### src/hdl/operator_precedence_postfix_assert.svh
// assertion macros for the operator precedence postfix converter
`ifndef OPERATOR_PRECEDENCE_POSTFIX_ASSERT_SVH
`define OPERATOR_PRECEDENCE_POSTFIX_ASSERT_SVH

`ifndef SYNTHESIS

// same-cycle implication
`define OPP_ASSERT_IMPL(label, clk, rst, ante, cons) \
   label: assert property (@(posedge clk) disable iff (rst) (ante) |-> (cons)) \
      else $error("operator_precedence_postfix: same-cycle check failed");

// next-cycle implication
`define OPP_ASSERT_NEXT(label, clk, rst, ante, cons) \
   label: assert property (@(posedge clk) disable iff (rst) (ante) |=> (cons)) \
      else $error("operator_precedence_postfix: next-cycle check failed");

`else

`define OPP_ASSERT_IMPL(label, clk, rst, ante, cons)
`define OPP_ASSERT_NEXT(label, clk, rst, ante, cons)

`endif

`endif

### src/hdl/opp_pkg.sv
// shared types, codes and the precedence table of the postfix converter
package opp_pkg;

   // input item modes
   localparam logic [1:0] MODE_OPERAND  = 2'd0;
   localparam logic [1:0] MODE_OPERATOR = 2'd1;
   localparam logic [1:0] MODE_END      = 2'd2;

   // operator codes
   localparam logic [2:0] OP_LT   = 3'd0;
   localparam logic [2:0] OP_ERR  = 3'd1;
   localparam logic [2:0] OP_PIPE = 3'd2;
   localparam logic [2:0] OP_GT   = 3'd3;
   localparam logic [2:0] OP_AND  = 3'd4;
   localparam logic [2:0] OP_OR   = 3'd5;
   localparam logic [2:0] OP_SEMI = 3'd6;
   localparam logic [2:0] OP_NONE = 3'd7;

   localparam int unsigned ID_W = 16;

   typedef enum logic [1:0] {
      KIND_OPERAND  = 2'd0,
      KIND_OPERATOR = 2'd1,
      KIND_END      = 2'd2,
      KIND_OVERFLOW = 2'd3
   } kind_type;

   typedef enum logic {
      ST_IDLE = 1'b0,
      ST_POP  = 1'b1
   } state_type;

   // one result transaction handed to the output register
   typedef struct packed {
      logic              load;
      kind_type          kind;
      logic [ID_W-1:0]   operand;
      logic [2:0]        op;
      logic              last;
   } emit_type;

   typedef struct packed {
      logic busy;
   } status_type;

   // precedence level, unknown code ranks above everything
   function automatic logic [2:0] prec_level(input logic [2:0] code);
      logic [2:0] lvl;
      case (code)
         OP_LT, OP_ERR: lvl = 3'd1;
         OP_PIPE:       lvl = 3'd2;
         OP_GT:         lvl = 3'd3;
         OP_AND, OP_OR: lvl = 3'd4;
         OP_SEMI:       lvl = 3'd5;
         default:       lvl = 3'd7;
      endcase
      return lvl;
   endfunction

endpackage

### src/hdl/opp_stack.sv
// operator stack memory: one write port, two registered read ports
module opp_stack
   import opp_pkg::*;
#(
   parameter int unsigned DEPTH = 16,
   parameter int unsigned AW    = 4
) (
   input  logic          clock,
   input  logic          wr_en,
   input  logic [AW-1:0] wr_addr,
   input  logic [2:0]    wr_data,
   input  logic [AW-1:0] rd0_addr,
   input  logic [AW-1:0] rd1_addr,
   output logic [2:0]    rd0_data,
   output logic [2:0]    rd1_data
);

   logic [2:0] mem [DEPTH];
   logic [2:0] rd0_ff;
   logic [2:0] rd1_ff;

   always_ff @(posedge clock) begin
      if (wr_en) begin
         mem[wr_addr] <= wr_data;
      end
      rd0_ff <= mem[rd0_addr];
      rd1_ff <= mem[rd1_addr];
   end

   assign rd0_data = rd0_ff;
   assign rd1_data = rd1_ff;

endmodule

### src/hdl/opp_seq.sv
// sequencer: accepts tokens, walks the stack top, pushes and flushes
module opp_seq
   import opp_pkg::*;
#(
   parameter int unsigned DEPTH = 16,
   parameter int unsigned AW    = 4,
   parameter int unsigned CW    = 5
) (
   input  logic            clock,
   input  logic            reset,
   input  logic            req_valid,
   output logic            req_stall,
   input  logic [1:0]      req_mode,
   input  logic [ID_W-1:0] req_operand_id,
   input  logic [2:0]      req_op_code,
   input  logic            out_free,
   output emit_type        emit,
   output status_type      status,
   output logic [CW-1:0]   count,
   output logic            wr_en,
   output logic [AW-1:0]   wr_addr,
   output logic [2:0]      wr_data,
   output logic [AW-1:0]   rd0_addr,
   output logic [AW-1:0]   rd1_addr,
   input  logic [2:0]      rd0_data,
   input  logic [2:0]      rd1_data
);

   localparam logic [CW-1:0] CNT_FULL = CW'(DEPTH);
   localparam logic [CW-1:0] CNT_ONE  = CW'(1);
   localparam logic [CW-1:0] CNT_TWO  = CW'(2);

   state_type     state_ff, state_in;
   logic [CW-1:0] count_ff, count_in;
   logic [2:0]    code_ff, code_in;
   logic [2:0]    lvl_ff, lvl_in;
   logic          flush_ff, flush_in;
   logic          accept;
   logic          top_ok;
   logic          more;
   logic [CW-1:0] cnt_m1;
   logic [CW-1:0] cnt_m2;

   always_ff @(posedge clock) begin
      if (reset) begin
         state_ff <= ST_IDLE;
         count_ff <= '0;
      end else begin
         state_ff <= state_in;
         count_ff <= count_in;
      end
      code_ff  <= code_in;
      lvl_ff   <= lvl_in;
      flush_ff <= flush_in;
   end

   assign req_stall = !((state_ff == ST_IDLE) && out_free);
   assign accept    = req_valid && !req_stall;
   assign top_ok    = (count_ff != '0);
   assign more      = (count_ff > CNT_ONE) && (prec_level(rd1_data) <= lvl_ff);

   always_comb begin
      state_in = state_ff;
      count_in = count_ff;
      code_in  = code_ff;
      lvl_in   = lvl_ff;
      flush_in = flush_ff;
      emit     = '0;
      wr_en    = 1'b0;
      wr_addr  = count_ff[AW-1:0];
      wr_data  = code_ff;
      case (state_ff)
         ST_IDLE: begin
            if (accept) begin
               case (req_mode)
                  MODE_OPERAND: begin
                     emit.load    = 1'b1;
                     emit.kind    = KIND_OPERAND;
                     emit.operand = req_operand_id;
                     emit.last    = 1'b1;
                  end
                  MODE_OPERATOR: begin
                     if (req_op_code != OP_NONE) begin
                        code_in  = req_op_code;
                        lvl_in   = prec_level(req_op_code);
                        flush_in = 1'b0;
                        state_in = ST_POP;
                     end
                  end
                  MODE_END: begin
                     flush_in = 1'b1;
                     state_in = ST_POP;
                  end
                  default: ;
               endcase
            end
         end
         ST_POP: begin
            if (flush_ff) begin
               if (out_free) begin
                  emit.load = 1'b1;
                  if (top_ok) begin
                     emit.kind = KIND_OPERATOR;
                     emit.op   = rd0_data;
                     count_in  = count_ff - CNT_ONE;
                  end else begin
                     emit.kind = KIND_END;
                     emit.last = 1'b1;
                     state_in  = ST_IDLE;
                  end
               end
            end else if (top_ok && (prec_level(rd0_data) <= lvl_ff)) begin
               if (out_free) begin
                  emit.load = 1'b1;
                  emit.kind = KIND_OPERATOR;
                  emit.op   = rd0_data;
                  emit.last = !more;
                  count_in  = count_ff - CNT_ONE;
                  if (!more) begin
                     // last pop: the new operator takes the freed slot
                     wr_en    = 1'b1;
                     wr_addr  = cnt_m1[AW-1:0];
                     count_in = count_ff;
                     state_in = ST_IDLE;
                  end
               end
            end else if (count_ff == CNT_FULL) begin
               if (out_free) begin
                  emit.load = 1'b1;
                  emit.kind = KIND_OVERFLOW;
                  emit.op   = code_ff;
                  emit.last = 1'b1;
                  state_in  = ST_IDLE;
               end
            end else begin
               wr_en    = 1'b1;
               count_in = count_ff + CNT_ONE;
               state_in = ST_IDLE;
            end
         end
         default: state_in = ST_IDLE;
      endcase
   end

   assign cnt_m1 = count_ff - CNT_ONE;

   // reads always follow the next count, so the stack top is already registered when the next state needs it
   assign cnt_m2   = (count_in >= CNT_TWO) ? (count_in - CNT_TWO) : '0;
   assign rd0_addr = count_in[AW-1:0] - AW'(1);
   assign rd1_addr = cnt_m2[AW-1:0];

   assign status.busy = (state_ff != ST_IDLE);
   assign count       = count_ff;

endmodule

### src/hdl/opp_out.sv
// result output register
module opp_out
   import opp_pkg::*;
(
   input  logic            clock,
   input  logic            reset,
   input  emit_type        emit,
   output logic            out_free,
   output logic            rsp_valid,
   input  logic            rsp_stall,
   output logic [1:0]      rsp_kind,
   output logic [ID_W-1:0] rsp_out_operand,
   output logic [2:0]      rsp_out_op,
   output logic            rsp_last
);

   logic            valid_ff;
   kind_type        kind_ff;
   logic [ID_W-1:0] operand_ff;
   logic [2:0]      op_ff;
   logic            last_ff;

   assign out_free = !valid_ff || !rsp_stall;

   always_ff @(posedge clock) begin
      if (reset) begin
         valid_ff <= 1'b0;
      end else if (emit.load) begin
         valid_ff <= 1'b1;
      end else if (!rsp_stall) begin
         valid_ff <= 1'b0;
      end
      if (emit.load) begin
         kind_ff    <= emit.kind;
         operand_ff <= emit.operand;
         op_ff      <= emit.op;
         last_ff    <= emit.last;
      end
   end

   assign rsp_valid       = valid_ff;
   assign rsp_kind        = kind_ff;
   assign rsp_out_operand = operand_ff;
   assign rsp_out_op      = op_ff;
   assign rsp_last        = last_ff;

endmodule

### src/hdl/operator_precedence_postfix.sv
// top level of the operator precedence postfix converter
// Shunting-yard converter without parentheses: each request transaction is an
// operand handle, a shell operator or an end mark, and the response channel
// carries the postfix stream, with last set on the final response of each
// request. Operands go straight out; an operator first pops every stacked
// operator of equal or lower precedence level, then is pushed, or is dropped
// with an overflow response when the stack is full. The end mark flushes the
// stack and then sends an end response. The stack lives in a memory with
// registered read ports, and the sequencer pops one entry per cycle while the
// response register is free. A stalled response holds the sequencer in place.
// No clearing pass after reset.
`include "operator_precedence_postfix_assert.svh"

module operator_precedence_postfix
   import opp_pkg::*;
#(
   parameter int unsigned STACK_DEPTH = 16
) (
   input  logic            clock,
   input  logic            reset,
   // request channel
   input  logic            req_valid,
   output logic            req_stall,
   input  logic [1:0]      req_mode,
   input  logic [ID_W-1:0] req_operand_id,
   input  logic [2:0]      req_op_code,
   // response channel
   output logic            rsp_valid,
   input  logic            rsp_stall,
   output logic [1:0]      rsp_kind,
   output logic [ID_W-1:0] rsp_out_operand,
   output logic [2:0]      rsp_out_op,
   output logic            rsp_last
);

   // address bits for the stack, count bits that can hold a full stack
   localparam int unsigned AW = $clog2(STACK_DEPTH);
   localparam int unsigned CW = $clog2(STACK_DEPTH + 1);

   emit_type      emit;
   status_type    seq_status;
   logic          out_free;
   logic [CW-1:0] stack_count;
   logic          wr_en;
   logic [AW-1:0] wr_addr;
   logic [2:0]    wr_data;
   logic [AW-1:0] rd0_addr;
   logic [AW-1:0] rd1_addr;
   logic [2:0]    rd0_data;
   logic [2:0]    rd1_data;
   logic          req_accept;

   // operator stack storage
   opp_stack #(
      .DEPTH (STACK_DEPTH),
      .AW    (AW)
   ) u_stack (
      .clock    (clock),
      .wr_en    (wr_en),
      .wr_addr  (wr_addr),
      .wr_data  (wr_data),
      .rd0_addr (rd0_addr),
      .rd1_addr (rd1_addr),
      .rd0_data (rd0_data),
      .rd1_data (rd1_data)
   );

   // sequencer: compares the stack top against the incoming level
   opp_seq #(
      .DEPTH (STACK_DEPTH),
      .AW    (AW),
      .CW    (CW)
   ) u_seq (
      .clock          (clock),
      .reset          (reset),
      .req_valid      (req_valid),
      .req_stall      (req_stall),
      .req_mode       (req_mode),
      .req_operand_id (req_operand_id),
      .req_op_code    (req_op_code),
      .out_free       (out_free),
      .emit           (emit),
      .status         (seq_status),
      .count          (stack_count),
      .wr_en          (wr_en),
      .wr_addr        (wr_addr),
      .wr_data        (wr_data),
      .rd0_addr       (rd0_addr),
      .rd1_addr       (rd1_addr),
      .rd0_data       (rd0_data),
      .rd1_data       (rd1_data)
   );

   // response register, decouples the sequencer from a stalling consumer
   opp_out u_out (
      .clock           (clock),
      .reset           (reset),
      .emit            (emit),
      .out_free        (out_free),
      .rsp_valid       (rsp_valid),
      .rsp_stall       (rsp_stall),
      .rsp_kind        (rsp_kind),
      .rsp_out_operand (rsp_out_operand),
      .rsp_out_op      (rsp_out_op),
      .rsp_last        (rsp_last)
   );

   assign req_accept = req_valid && !req_stall;

   // stack never holds more than its depth
   `OPP_ASSERT_IMPL(a_count_bound, clock, reset, 1'b1, stack_count <= CW'(STACK_DEPTH))
   // no new transaction while the sequencer is walking the stack
   `OPP_ASSERT_IMPL(a_busy_stalls, clock, reset, seq_status.busy, req_stall)
   // an operand comes out on the next cycle as a single final response
   `OPP_ASSERT_NEXT(a_operand_pass, clock, reset, req_accept && (req_mode == MODE_OPERAND), rsp_valid && (rsp_kind == KIND_OPERAND) && rsp_last)
   // an end response only ever leaves behind an empty stack
   `OPP_ASSERT_IMPL(a_end_empty, clock, reset, rsp_valid && (rsp_kind == KIND_END), stack_count == '0)

endmodule
### config.mk
export PLATFORM = sky130hd
export DESIGN_NAME = operator_precedence_postfix
export DESIGN_NICKNAME = d
export VERILOG_FILES = /design/src/hdl/opp_pkg.sv /design/src/hdl/opp_stack.sv /design/src/hdl/opp_seq.sv /design/src/hdl/opp_out.sv /design/src/hdl/operator_precedence_postfix.sv
export VERILOG_INCLUDE_DIRS = /design/src /design/src/hdl
export SDC_FILE = /design/constraint.sdc
export NUM_CORES = 1
export LEC_CHECK = 0
export BUFFER_PORTS_ARGS = -buffer_cell sky130_fd_sc_hd__buf_2
export CAP_MARGIN = 20
export CORE_UTILIZATION = 47
export CTS_BUF_LIST = sky130_fd_sc_hd__clkbuf_2 sky130_fd_sc_hd__clkbuf_4 sky130_fd_sc_hd__clkbuf_8
export CTS_CLUSTER_SIZE = 24
export DETAILED_ROUTE_END_ITERATION = 16
export PLACE_DENSITY = 0.71
export SETUP_SLACK_MARGIN = 0.15
export SLEW_MARGIN = 20
export SYNTH_ARGS = -nofsm -noshare
export SYNTH_HDL_FRONTEND = slang
export SYNTH_HIERARCHICAL = 1
export SYNTH_SLANG_ARGS = --single-unit
export TNS_END_PERCENT = 30
### constraint.sdc
create_clock -name clock -period 4.4 [get_ports clock]
set_clock_uncertainty 0.05 [all_clocks]
set_input_delay 0.66 -clock clock [delete_from_list [all_inputs] [get_ports clock]]
set_output_delay 0.66 -clock clock [all_outputs]
set_load 0.02 [all_outputs]
==> out/results.tsv, run 1 <==
metric	value	unit
drc	0	
diodes	0	
setup_tns	0	ns
synthesis.nets	416	
cap_violations	0	
ys_ff_latch	90	
criticalPathCategory	register to register	
p_per_area	331	nW/um2
hold_class	input port to register	
start_util	49.1	%
regToRegEndpoint	u_stack/rd1_data[1]$_DFF_P_	
critPathCaptureType	register	
yosysTopAreaCell	edfxtp_1	
grt_overflow	0	
yosys.area.top_type_share	47.5	%
arrival	4.29	ns
met1_length	4.53	mm
r2r_slack	0.32	ns
crit_path_start	u_stack/rd0_data[1]$_DFF_P_	
syn_to_final_growth	15.9	%
top_layer_used	met4	
fin_crit_sh	92.7	%
slew_headroom	29.2	%
worstPathRequired	4.61	ns
grt_pass1_vias	3187	
met3_length	558	um
route.met2.wl	5.49	mm
cts_hold_buf	0	
synthTopCellsByArea	edfxtp_1 (48%), mux4_1 (8.6%), dfxtp_1 (5.3%)	
slew_viol_final	0	
pre_cts_ws	0.229	ns
grtUsageTotal	20.0	%
tightest_slew	1.06	ns
dieArea	10800	um2
core	9910	um2
vias	3336	
finalHoldViolations	0	
layout_min_cycle_time	4.08	ns
antenna_found_initial	0	
fill_cells	824	
ys_warn_count	6	
cp-start-kind	register	
synth_commonest_cells	edfxtp_1 (77), nor2_1 (34), nand2_1 (24)	
synth.yosys.seq_area_share	52.9	%
netlist_area	4870	um2
drive_gt1_share	27.8	%
fp.dieH	104	um
outcome	complete, no violations	
p_leak	2.18	nW
max_freq	0.245	GHz
synth_cell_types	60	
drtAntennaViolNets	0	
hold_depth	1	
portBuffers	48	
cts_tree	yes	
wl_per_cell	18.5	um
worstSetupEndpoint	u_stack/rd1_data[1]$_DFF_P_	
ys.flop_type	edfxtp_1	
peakVddDrop	0.275	mV
fin_nets	481	
finalSetupViolCount	0	
grt_pass1_wl	16.5	mm
yosysMostFrequentCell	edfxtp_1	
worst_slack	0.322	ns
totalWireLength	10.7	mm
htreeDepth	3	
viasPerCell	5.76	
ff2ff_path_depth	18	
hpwl	7.47	mm
cts-buffers-inserted	9	
crit_path_max_fanout	5	
cts.sinks	90	
clockBufferDepth	2	
clock-root-buffer	clkbuf_8	
grt_start_max_net_pins	24	
path_clk_slew	0.10	ns
drtPass1Iterations	4	
synth_cells	376	
rsz0062_at_grt	no	
rr_startpoint	u_stack/rd0_data[1]$_DFF_P_	
synth-async-reset-ratio	0	%
io_pins	49	
synth-edff-count	77	
gp_congestion	0.932	
rows	36	
insertion_delay	0.36	ns
die_w	104	um
avgSynthCellArea	12.9	um2
drt_iter0_drc	221	
## worst max-delay path, stage by stage, from the launching register on
cell       delay, ns
dfxtp_1         0.36
mux2_2          0.35
ha_1            0.27
nand3_1         0.08
o21a_1          0.18
nand2_2         0.12
a31oi_1         0.21
nor2_1          0.06
or3_4           0.41
ha_1            0.22
a2bb2oi_2       0.14
o311ai_2        0.16
nor4_4          0.37
nor2_4          0.10
buf_4           0.16
buf_4           0.12
mux4_1          0.45
nand3_1         0.10
nand3_1         0.07
## report_power, final
part | switching [mW] | total, mW | internal [mW]
clock network | 0.313 | 0.647 | 0.335
logic | 0.155 | 0.263 | 0.109
registers | 0.0150 | 0.959 | 0.944
total | 0.483 | 1.87 | 1.39
## metrics by stage
| stage | util (%) | power [mW] | instance area [um2] | instances | hold WS, ns |
|---|---|---|---|---|---|
| after floorplan | - | 1.14 | 4870 | 376 | 0.506 |
| after global placement | 53.3 | 1.21 | 5280 | 555 | 0.437 |
| after detailed placement | 53.3 | 1.22 | 5290 | 555 | 0.466 |
| after CTS | 55.7 | 1.86 | 5520 | 571 | 0.449 |
| after global routing | 56.9 | 1.94 | 5640 | 579 | 0.452 |
| final | 56.9 | 1.87 | 5640 | 579 | 0.470 |
## registers in the layout, summed over array words and instances, names as in the netlist
name and cells:
u_stack/mem 48, u_out/rsp_out_operand 16, u_seq/count 5, u_out/rsp_out_op 3
u_seq/lvl_ff 3, u_seq/wr_data 3, u_stack/rd0_data 3, u_stack/rd1_data 3
u_out/rsp_kind 2, u_out/rsp_last 1, u_out/rsp_valid 1, u_seq/flush_ff 1
u_seq/status 1
## layout by cell type, fill, tap and decap left out, types with 2 or more instances in the layout
master      n
a211oi_4    2
a21boi_0    3
a21oi_1     8
a22oi_1     8
a22oi_2     2
a31oi_1     3
and3_1     17
buf_2      48
buf_4      23
bufinv_16   2
clkbuf_8    9
clkinv_4    2
dfxtp_1    12
edfxtp_1   77
ha_1       14
inv_1      19
mux2_2      2
mux2i_1     3
mux4_1     16
mux4_2      8
nand2_1    23
nand2b_1    7
nand3_1    23
nand3b_1    3
nor2_1     31
nor2_2      2
nor2b_1    13
nor3_1      8
o211ai_1    5
o21ai_0     6
o21ai_1     2
o21ai_2     2
xnor2_1     6
## worst min path at each step
stage                                       from                            to  slack, ns
floorplan              u_seq/count[4]$_SDFF_PP0_     u_seq/count[4]$_SDFF_PP0_       0.51
global placement    u_out/rsp_valid$_SDFFE_PP0P_  u_out/rsp_valid$_SDFFE_PP0P_       0.44
detailed placement  u_out/rsp_valid$_SDFFE_PP0P_  u_out/rsp_valid$_SDFFE_PP0P_       0.47
CTS                               req_op_code[1]    u_seq/wr_data[1]$_DFFE_PP_       0.45
global route                      req_op_code[1]    u_seq/wr_data[1]$_DFFE_PP_       0.45
finish                            req_op_code[1]    u_seq/wr_data[1]$_DFFE_PP_       0.47
## what timing repair did
| action | CTS | global route |
|---|---|---|
| resized for setup | 0 | 14 |
| setup buffers | 0 | 8 |
| setup endpoints to repair | 0 | 3 |
| endpoints found under the hold margin | 0 | 0 |
## layout make-up
class	instances	area, um2	area share, %
Clock buffer	10	131	2.33
Clock inverter	6	97.6	1.73
Inverter	19	71.3	1.26
Multi-Input combinational cell	250	2190	38.8
Sequential cell	90	2580	45.7
Tap cell	133	166	2.95
Timing Repair Buffer	71	413	7.32
## cell families after synthesis
logic type / Yosys count / share of synthesized area, %
AO/OA/AOI/OAI: 56 / 9.13
buffers and inverters: 36 / 3.57
flip-flops: 90 / 52.9
multiplexers: 29 / 13.4
XOR/XNOR: 8 / 1.59
adder cells (fa/ha/maj): 15 / 3.86
AND/OR/NAND/NOR: 142 / 15.6
## routing by layer
| metal | GRT usage [%] | vias to the layer above |
|---|---|---|
| met2 | 34.3 | 102 |
| met4 | 7.24 | 0 |
| met3 | 3.34 | 13 |
| li1 | - | 1577 |
| met5 | 0 | - |
| met1 | 25.7 | 1644 |
Note: power is estimated with default switching activity, not from simulation.
==> run 2, diff against run 1 <==
--- a/config.mk
+++ b/config.mk
@@ -6,13 +6,13 @@
 export SDC_FILE = /design/constraint.sdc
 export NUM_CORES = 1
 export LEC_CHECK = 0
-export BUFFER_PORTS_ARGS = -buffer_cell sky130_fd_sc_hd__buf_2
 export CAP_MARGIN = 20
 export CORE_UTILIZATION = 47
 export CTS_BUF_LIST = sky130_fd_sc_hd__clkbuf_2 sky130_fd_sc_hd__clkbuf_4 sky130_fd_sc_hd__clkbuf_8
 export CTS_CLUSTER_SIZE = 24
 export DETAILED_ROUTE_END_ITERATION = 16
-export PLACE_DENSITY = 0.71
+export DONT_BUFFER_PORTS = 1
+export PLACE_DENSITY = 0.67
 export SETUP_SLACK_MARGIN = 0.15
 export SLEW_MARGIN = 20
 export SYNTH_ARGS = -nofsm -noshare
==> run 2 against run 1 <==
Effect of this change:
- non-clock buffer count is 54 lower
- sequential cell count stayed put
- register-to-register slack hardly changed
- core utilization is 2.9 points lower
- die area stayed put
- worst setup slack better by 0.0037 ns
- maximum frequency hardly changed
- largest cell class unchanged
- worst hold slack worse by 0.17 ns
- highest routed layer unchanged
- via count is 5.4% lower
- global-route usage is 0.78 points higher
==> out/results.tsv, run 2 (synthesis gave the netlist of run 1 again) <==
metric	value	unit	change
critPathCaptureType	register		
portBuffers	0		-100%
fin_nets	427		-11%
peakVddDrop	0.232	mV	-16%
cts_tree	yes		
diodes	0		unchanged
largest_register_ffs	48		unchanged
rsz0062_at_grt	no		
multiInputGateArea	2190	um2	+0.17%
vias	3156		-5.4%
clockBufferDepth	2		unchanged
drtPass1Iterations	5		+1
totalWireLength	10.8	mm	+0.41%
crit_path_max_fanout	7		+2
drtAntennaViolNets	0		unchanged
max_freq	0.245	GHz	about the same
largest_register	u_stack/mem		
viasPerCell	6.01		+4.3%
gp_congestion	0.899		-3.6%
wl_per_cell	20.5	um	+11%
setup_tns	0	ns	unchanged
dieArea	10800	um2	unchanged
clock-root-buffer	clkbuf_8		
htreeDepth	3		unchanged
p_per_area	347	nW/um2	+4.9%
finalSetupViolCount	0		unchanged
start_util	49.1	%	unchanged
criticalPathCategory	register to register		
crit_path_start	u_seq/count[1]$_SDFF_PP0_		
fp.dieH	104	um	unchanged
slew_headroom	48.3	%	+19 points
cts_hold_buf	0		unchanged
drt_iter0_drc	173		-22%
cap_violations	0		unchanged
grt_start_max_net_pins	24		unchanged
antenna_found_initial	0		unchanged
outcome	complete, no violations		
die_w	104	um	unchanged
dp.cells	505		-9.0%
fill_cells	866		+5.1%
insertion_delay	0.36	ns	about the same
layout_commonest_cell	edfxtp_1		
path_clk_slew	0.10	ns	about the same
cts-buffers-inserted	9		unchanged
pwr-share-comb	12.8	%	-1.3 points
layout_min_cycle_time	4.07	ns	-0.00365 ns
pre_cts_ws	0.112	ns	-0.117 ns
syn_to_final_growth	10.1	%	
cts.sinks	90		unchanged
p_sw_share	26.0	%	+0.21 points
core	9910	um2	unchanged
cp-start-kind	register		
drc	0		unchanged
hpwl	7.75	mm	+3.7%
p_leak	1.95	nW	-11%
rows	36		unchanged
regArea	2580	um2	unchanged
grt_overflow	0		unchanged
hp-start	reset		
grt_pass1_wl	17.1	mm	+3.4%
p_seq_share	52.2	%	+0.9 points
tightest_slew	0.769	ns	-0.293 ns
rr_startpoint	u_seq/count[1]$_SDFF_PP0_		
p_int	1.38	mW	-0.68%
finalHoldViolations	0		unchanged
fin_crit_sh	92.6	%	about the same
clock_power_share	35.0	%	+0.4 points
io_pins	49		unchanged
drive_gt1_share	18.9	%	-8.9 points
arrival	4.26	ns	-0.03 ns
grtUsageTotal	20.8	%	+0.78 points
p_switching	0.485	mW	+0.43%
final_cells	525		-9.3%
most-common-layout-cells	edfxtp_1 (77), nor2_1 (32), nand2_1 (23), nand3_1 (23), inv_1 (19)		
hold_class	input port to register		
grt_pass1_vias	3107		-2.5%
p_total	1.86	mW	-0.39%
worst_slack	0.326	ns	+0.00365 ns
worstPathRequired	4.58	ns	-0.03 ns
slew_viol_final	0		unchanged
run 2: cell types whose count changed in the layout (fill, tap and decap cells not counted), moves of 2 or more:
cell,previous run,this run
dfxtp_1,12,10
buf_2,48,0
clkinv_4,2,0
dfxtp_2,0,3
buf_4,23,17
nor2_2,2,0
run 2: layout make-up:
cell class | count | area share, %
multi-input combinational | 250 | 40.9
timing repair buffer | 17 | 2.38
clock inverter | 6 | 1.80
inverter | 19 | 1.33
clock buffer | 10 | 2.45
tap | 133 | 3.10
sequential | 90 | 48.1
run 2: metrics by stage:
step / utilization, % / cell area, um2 / hold slack [ns]
3_5_place_dp: 50.7 / 5030 / 0.564
5_1_grt: 54.1 / 5360 / 0.284
3_3_place_gp: 50.7 / 5030 / 0.561
4_1_cts: 53.1 / 5260 / 0.292
2_1_floorplan: - / 4870 / 0.506
6_report: 54.1 / 5360 / 0.299
run 2: worst max-delay path, cell delays in order, from the launching register on:
cell,delay [ns]
dfxtp_2,0.36
inv_1,0.11
ha_2,0.27
nor4b_4,0.40
nor2_1,0.19
a31oi_2,0.23
nor2_1,0.06
or3_4,0.42
ha_1,0.21
a2bb2oi_1,0.15
o311ai_2,0.17
nor4_4,0.34
nor2_4,0.12
mux4_1,0.49
a22oi_1,0.26
nand3_1,0.10
run 2: power groups by stage:
stage	Sequential [mW]	Clock, mW	Combinational (mW)
after floorplan	0.984	0	0.160
after global placement	0.990	0	0.206
after detailed placement	0.992	0	0.211
after CTS	0.972	0.662	0.214
after global routing	0.975	0.691	0.259
final	0.972	0.652	0.238
run 2: layer usage:
| metal | up-vias | part of all wire [%] | global-route usage, % | wire length, um |
|---|---|---|---|---|
| li1 | 1469 | - | - | - |
| met4 | 0 | 2.4 | 7.96 | 255 |
| met1 | 1563 | 43 | 27.4 | 4670 |
| met3 | 23 | 4.7 | 3.96 | 505 |
| met2 | 101 | 50 | 34.2 | 5350 |
| met5 | - | 0 | 0 | 0 |
run 2: timing repair:
| action | 4_1_cts | 5_1_grt |
|---|---|---|
| resized for setup | 1 | 17 |
| endpoints found under the setup margin | 3 | 3 |
| buffers inserted | 0 | 4 |
| pin swaps | 0 | 4 |
run 2: worst paths after layout:
| check | end | slack [ns] | depth (start not counted) |
|---|---|---|---|
| hold reg to reg | u_out/rsp_valid$_SDFFE_PP0P_ | 0.58 | 2 |
| hold / removal | u_seq/count[0]$_SDFF_PP0_ | 0.30 | 1 |
| setup / recovery | u_stack/rd1_data[0]$_DFF_P_ | 0.33 | 15 |
| setup reg to reg | u_stack/rd1_data[0]$_DFF_P_ | 0.33 | 15 |
==> run 3, diff against run 2 <==
--- a/config.mk
+++ b/config.mk
@@ -8,10 +8,11 @@
 export LEC_CHECK = 0
 export CAP_MARGIN = 20
 export CORE_UTILIZATION = 47
-export CTS_BUF_LIST = sky130_fd_sc_hd__clkbuf_2 sky130_fd_sc_hd__clkbuf_4 sky130_fd_sc_hd__clkbuf_8
+export CTS_BUF_LIST = sky130_fd_sc_hd__clkbuf_4 sky130_fd_sc_hd__clkbuf_8
 export CTS_CLUSTER_SIZE = 24
 export DETAILED_ROUTE_END_ITERATION = 16
 export DONT_BUFFER_PORTS = 1
+export GPL_TIMING_DRIVEN = 0
 export PLACE_DENSITY = 0.67
 export SETUP_SLACK_MARGIN = 0.15
 export SLEW_MARGIN = 20
==> run 3 against run 2 <==
Effect of this change:
- worst setup slack gained 0.0067 ns
- die area is the same
- worst hold slack gained 0.013 ns
- first-iteration DRC count grew 35%
- clock power shrank 10%
- critical path type unchanged
- largest power group unchanged
==> out/results.tsv, run 3 (synthesis gave the netlist of run 1 again) <==
metric	value	unit	change
grt_overflow	0		unchanged
die_w	104	um	unchanged
pre_cts_ws	0.00638	ns	-0.106 ns
tightest_slew	0.981	ns	+0.212 ns
diodes	0		unchanged
layout_commonest_cell	edfxtp_1		
drive_gt1_share	17.4	%	-1.5 points
drtPass1Iterations	4		-1
cts-buffers-inserted	9		unchanged
gp_congestion	0.864		-4.0%
viasPerCell	5.88		-2.2%
worstPathRequired	4.58	ns	about the same
setup_tns	0	ns	unchanged
grtUsageTotal	19.8	%	-1.0 points
grt_pass1_vias	3069		-1.2%
wl_per_cell	19.6	um	-4.6%
finalSetupViolCount	0		unchanged
largest_register_ffs	48		unchanged
portBuffers	0		unchanged
arrival	4.25	ns	about the same
start_util	49.1	%	unchanged
criticalPathCategory	register to register		
outcome	complete, no violations		
finalHoldViolations	0		unchanged
syn_to_final_growth	9.92	%	
worst_slack	0.333	ns	+0.00671 ns
rows	36		unchanged
p_per_area	333	nW/um2	-4.1%
p_leak	1.94	nW	-0.80%
io_pins	49		unchanged
clock-root-buffer	clkbuf_8		
critPathCaptureType	register		
fin_nets	431		+0.94%
p_total	1.78	mW	-4.3%
vias	3109		-1.5%
cp-start-kind	register		
fin_crit_sh	92.4	%	-0.15 points
path_clk_slew	0.10	ns	about the same
cts.sinks	90		unchanged
drc	0		unchanged
clockBufferDepth	2		unchanged
slew_headroom	33.9	%	-14 points
core	9910	um2	unchanged
post-route-util	54.0	%	-0.10 points
layout_min_cycle_time	4.07	ns	-0.00671 ns
cts_tree	yes		
totalWireLength	10.4	mm	-3.9%
grt_start_max_net_pins	24		unchanged
slew_viol_final	0		unchanged
fill_cells	846		-2.3%
dieArea	10800	um2	unchanged
htreeDepth	3		unchanged
fp.dieH	104	um	unchanged
max_freq	0.246	GHz	+0.16%
hpwl	7.64	mm	-1.4%
drtAntennaViolNets	0		unchanged
cap_violations	0		unchanged
largest_register	u_stack/mem		
insertion_delay	0.35	ns	about the same
drt_iter0_drc	234		+35%
crit_path_max_fanout	10		+3
peakVddDrop	0.191	mV	-18%
worst_hold_slack	0.312	ns	+0.0135 ns
antenna_found_initial	0		unchanged
hold_class	input port to register		
rsz0062_at_grt	yes		
most-common-layout-cells	edfxtp_1 (77), nor2_1 (33), nand2_1 (23), nand3_1 (23), inv_1 (19)		
grt_pass1_wl	16.3	mm	-4.5%
[run 3: changes by cell type in the layout (fill, tap and decap cells not counted), sizes merged]
cell	previous run	this run
clkinv	0	2
bufinv	2	1
clkbuf	10	18
buf	17	12
[run 3: repair_timing]
| item | 4_1_cts | 5_1_grt |
|---|---|---|
| gates resized for setup | 6 | 14 |
| hold buffers | 0 | 0 |
| pin swaps | 3 | 1 |
| endpoints found under the setup margin | 3 | 3 |
| setup buffers | 2 | 2 |
[run 3: layout make-up]
cell class	count	area (um2)	area share (%)
buffer	17	106	1.99
inverter	19	71.3	1.33
multi-input combinational	250	2190	41.0
tap	133	166	3.11
clock buffer	9	124	2.32
timing repair buffer	4	30.0	0.561
sequential	90	2570	48.1
clock inverter	7	85.1	1.59
[run 3: per-stage QoR]
| step | cells | area [um2] |
|---|---|---|
| 2_1_floorplan | 376 | 4870 |
| 3_3_place_gp | 509 | 5030 |
| 3_5_place_dp | 509 | 5030 |
| 4_1_cts | 527 | 5290 |
| 5_1_grt | 529 | 5350 |
| 6_report | 529 | 5350 |
[run 3: worst paths after layout]
check | to | startpoint | slack (ns) | depth (start not counted)
hold / removal | u_seq/count[4]$_SDFF_PP0_ | reset | 0.31 | 1
setup / recovery | u_stack/rd1_data[1]$_DFF_P_ | u_stack/rd0_data[1]$_DFF_P_ | 0.33 | 17
setup reg to reg | u_stack/rd1_data[1]$_DFF_P_ | u_stack/rd0_data[1]$_DFF_P_ | 0.33 | 17
hold reg to reg | u_seq/count[4]$_SDFF_PP0_ | u_seq/count[4]$_SDFF_PP0_ | 0.55 | 3
[run 3: metal layers]
| layer | GRT usage, % | vias to the layer above | routed length, um |
|---|---|---|---|
| met5 | 0 | - | 0 |
| met2 | 32.6 | 62 | 5280 |
| met3 | 4.47 | 10 | 346 |
| li1 | - | 1478 | - |
| met4 | 7.35 | 0 | 130 |
| met1 | 25.6 | 1559 | 4600 |
[run 3: power breakdown]
part	switching [mW]	total (mW)	internal, mW
combinational	0.135	0.227	0.0917
sequential	0.0269	0.971	0.944
clock	0.311	0.584	0.273
total	0.473	1.78	1.31
[run 3: worst max-delay path, stage by stage, from the launching register on]
cell and delay, ns:
dfxtp_2 0.35, mux2_2 0.33, ha_1 0.28, nand3_1 0.10
o21a_1 0.16, buf_4 0.15, a311oi_1 0.35, o22ai_1 0.21
xnor2_2 0.19, ha_2 0.22, a2bb2oi_2 0.17, o311ai_4 0.15
nor4_4 0.28, nor2_4 0.08, buf_6 0.17, mux4_2 0.45
a22oi_2 0.17, nand3_1 0.10
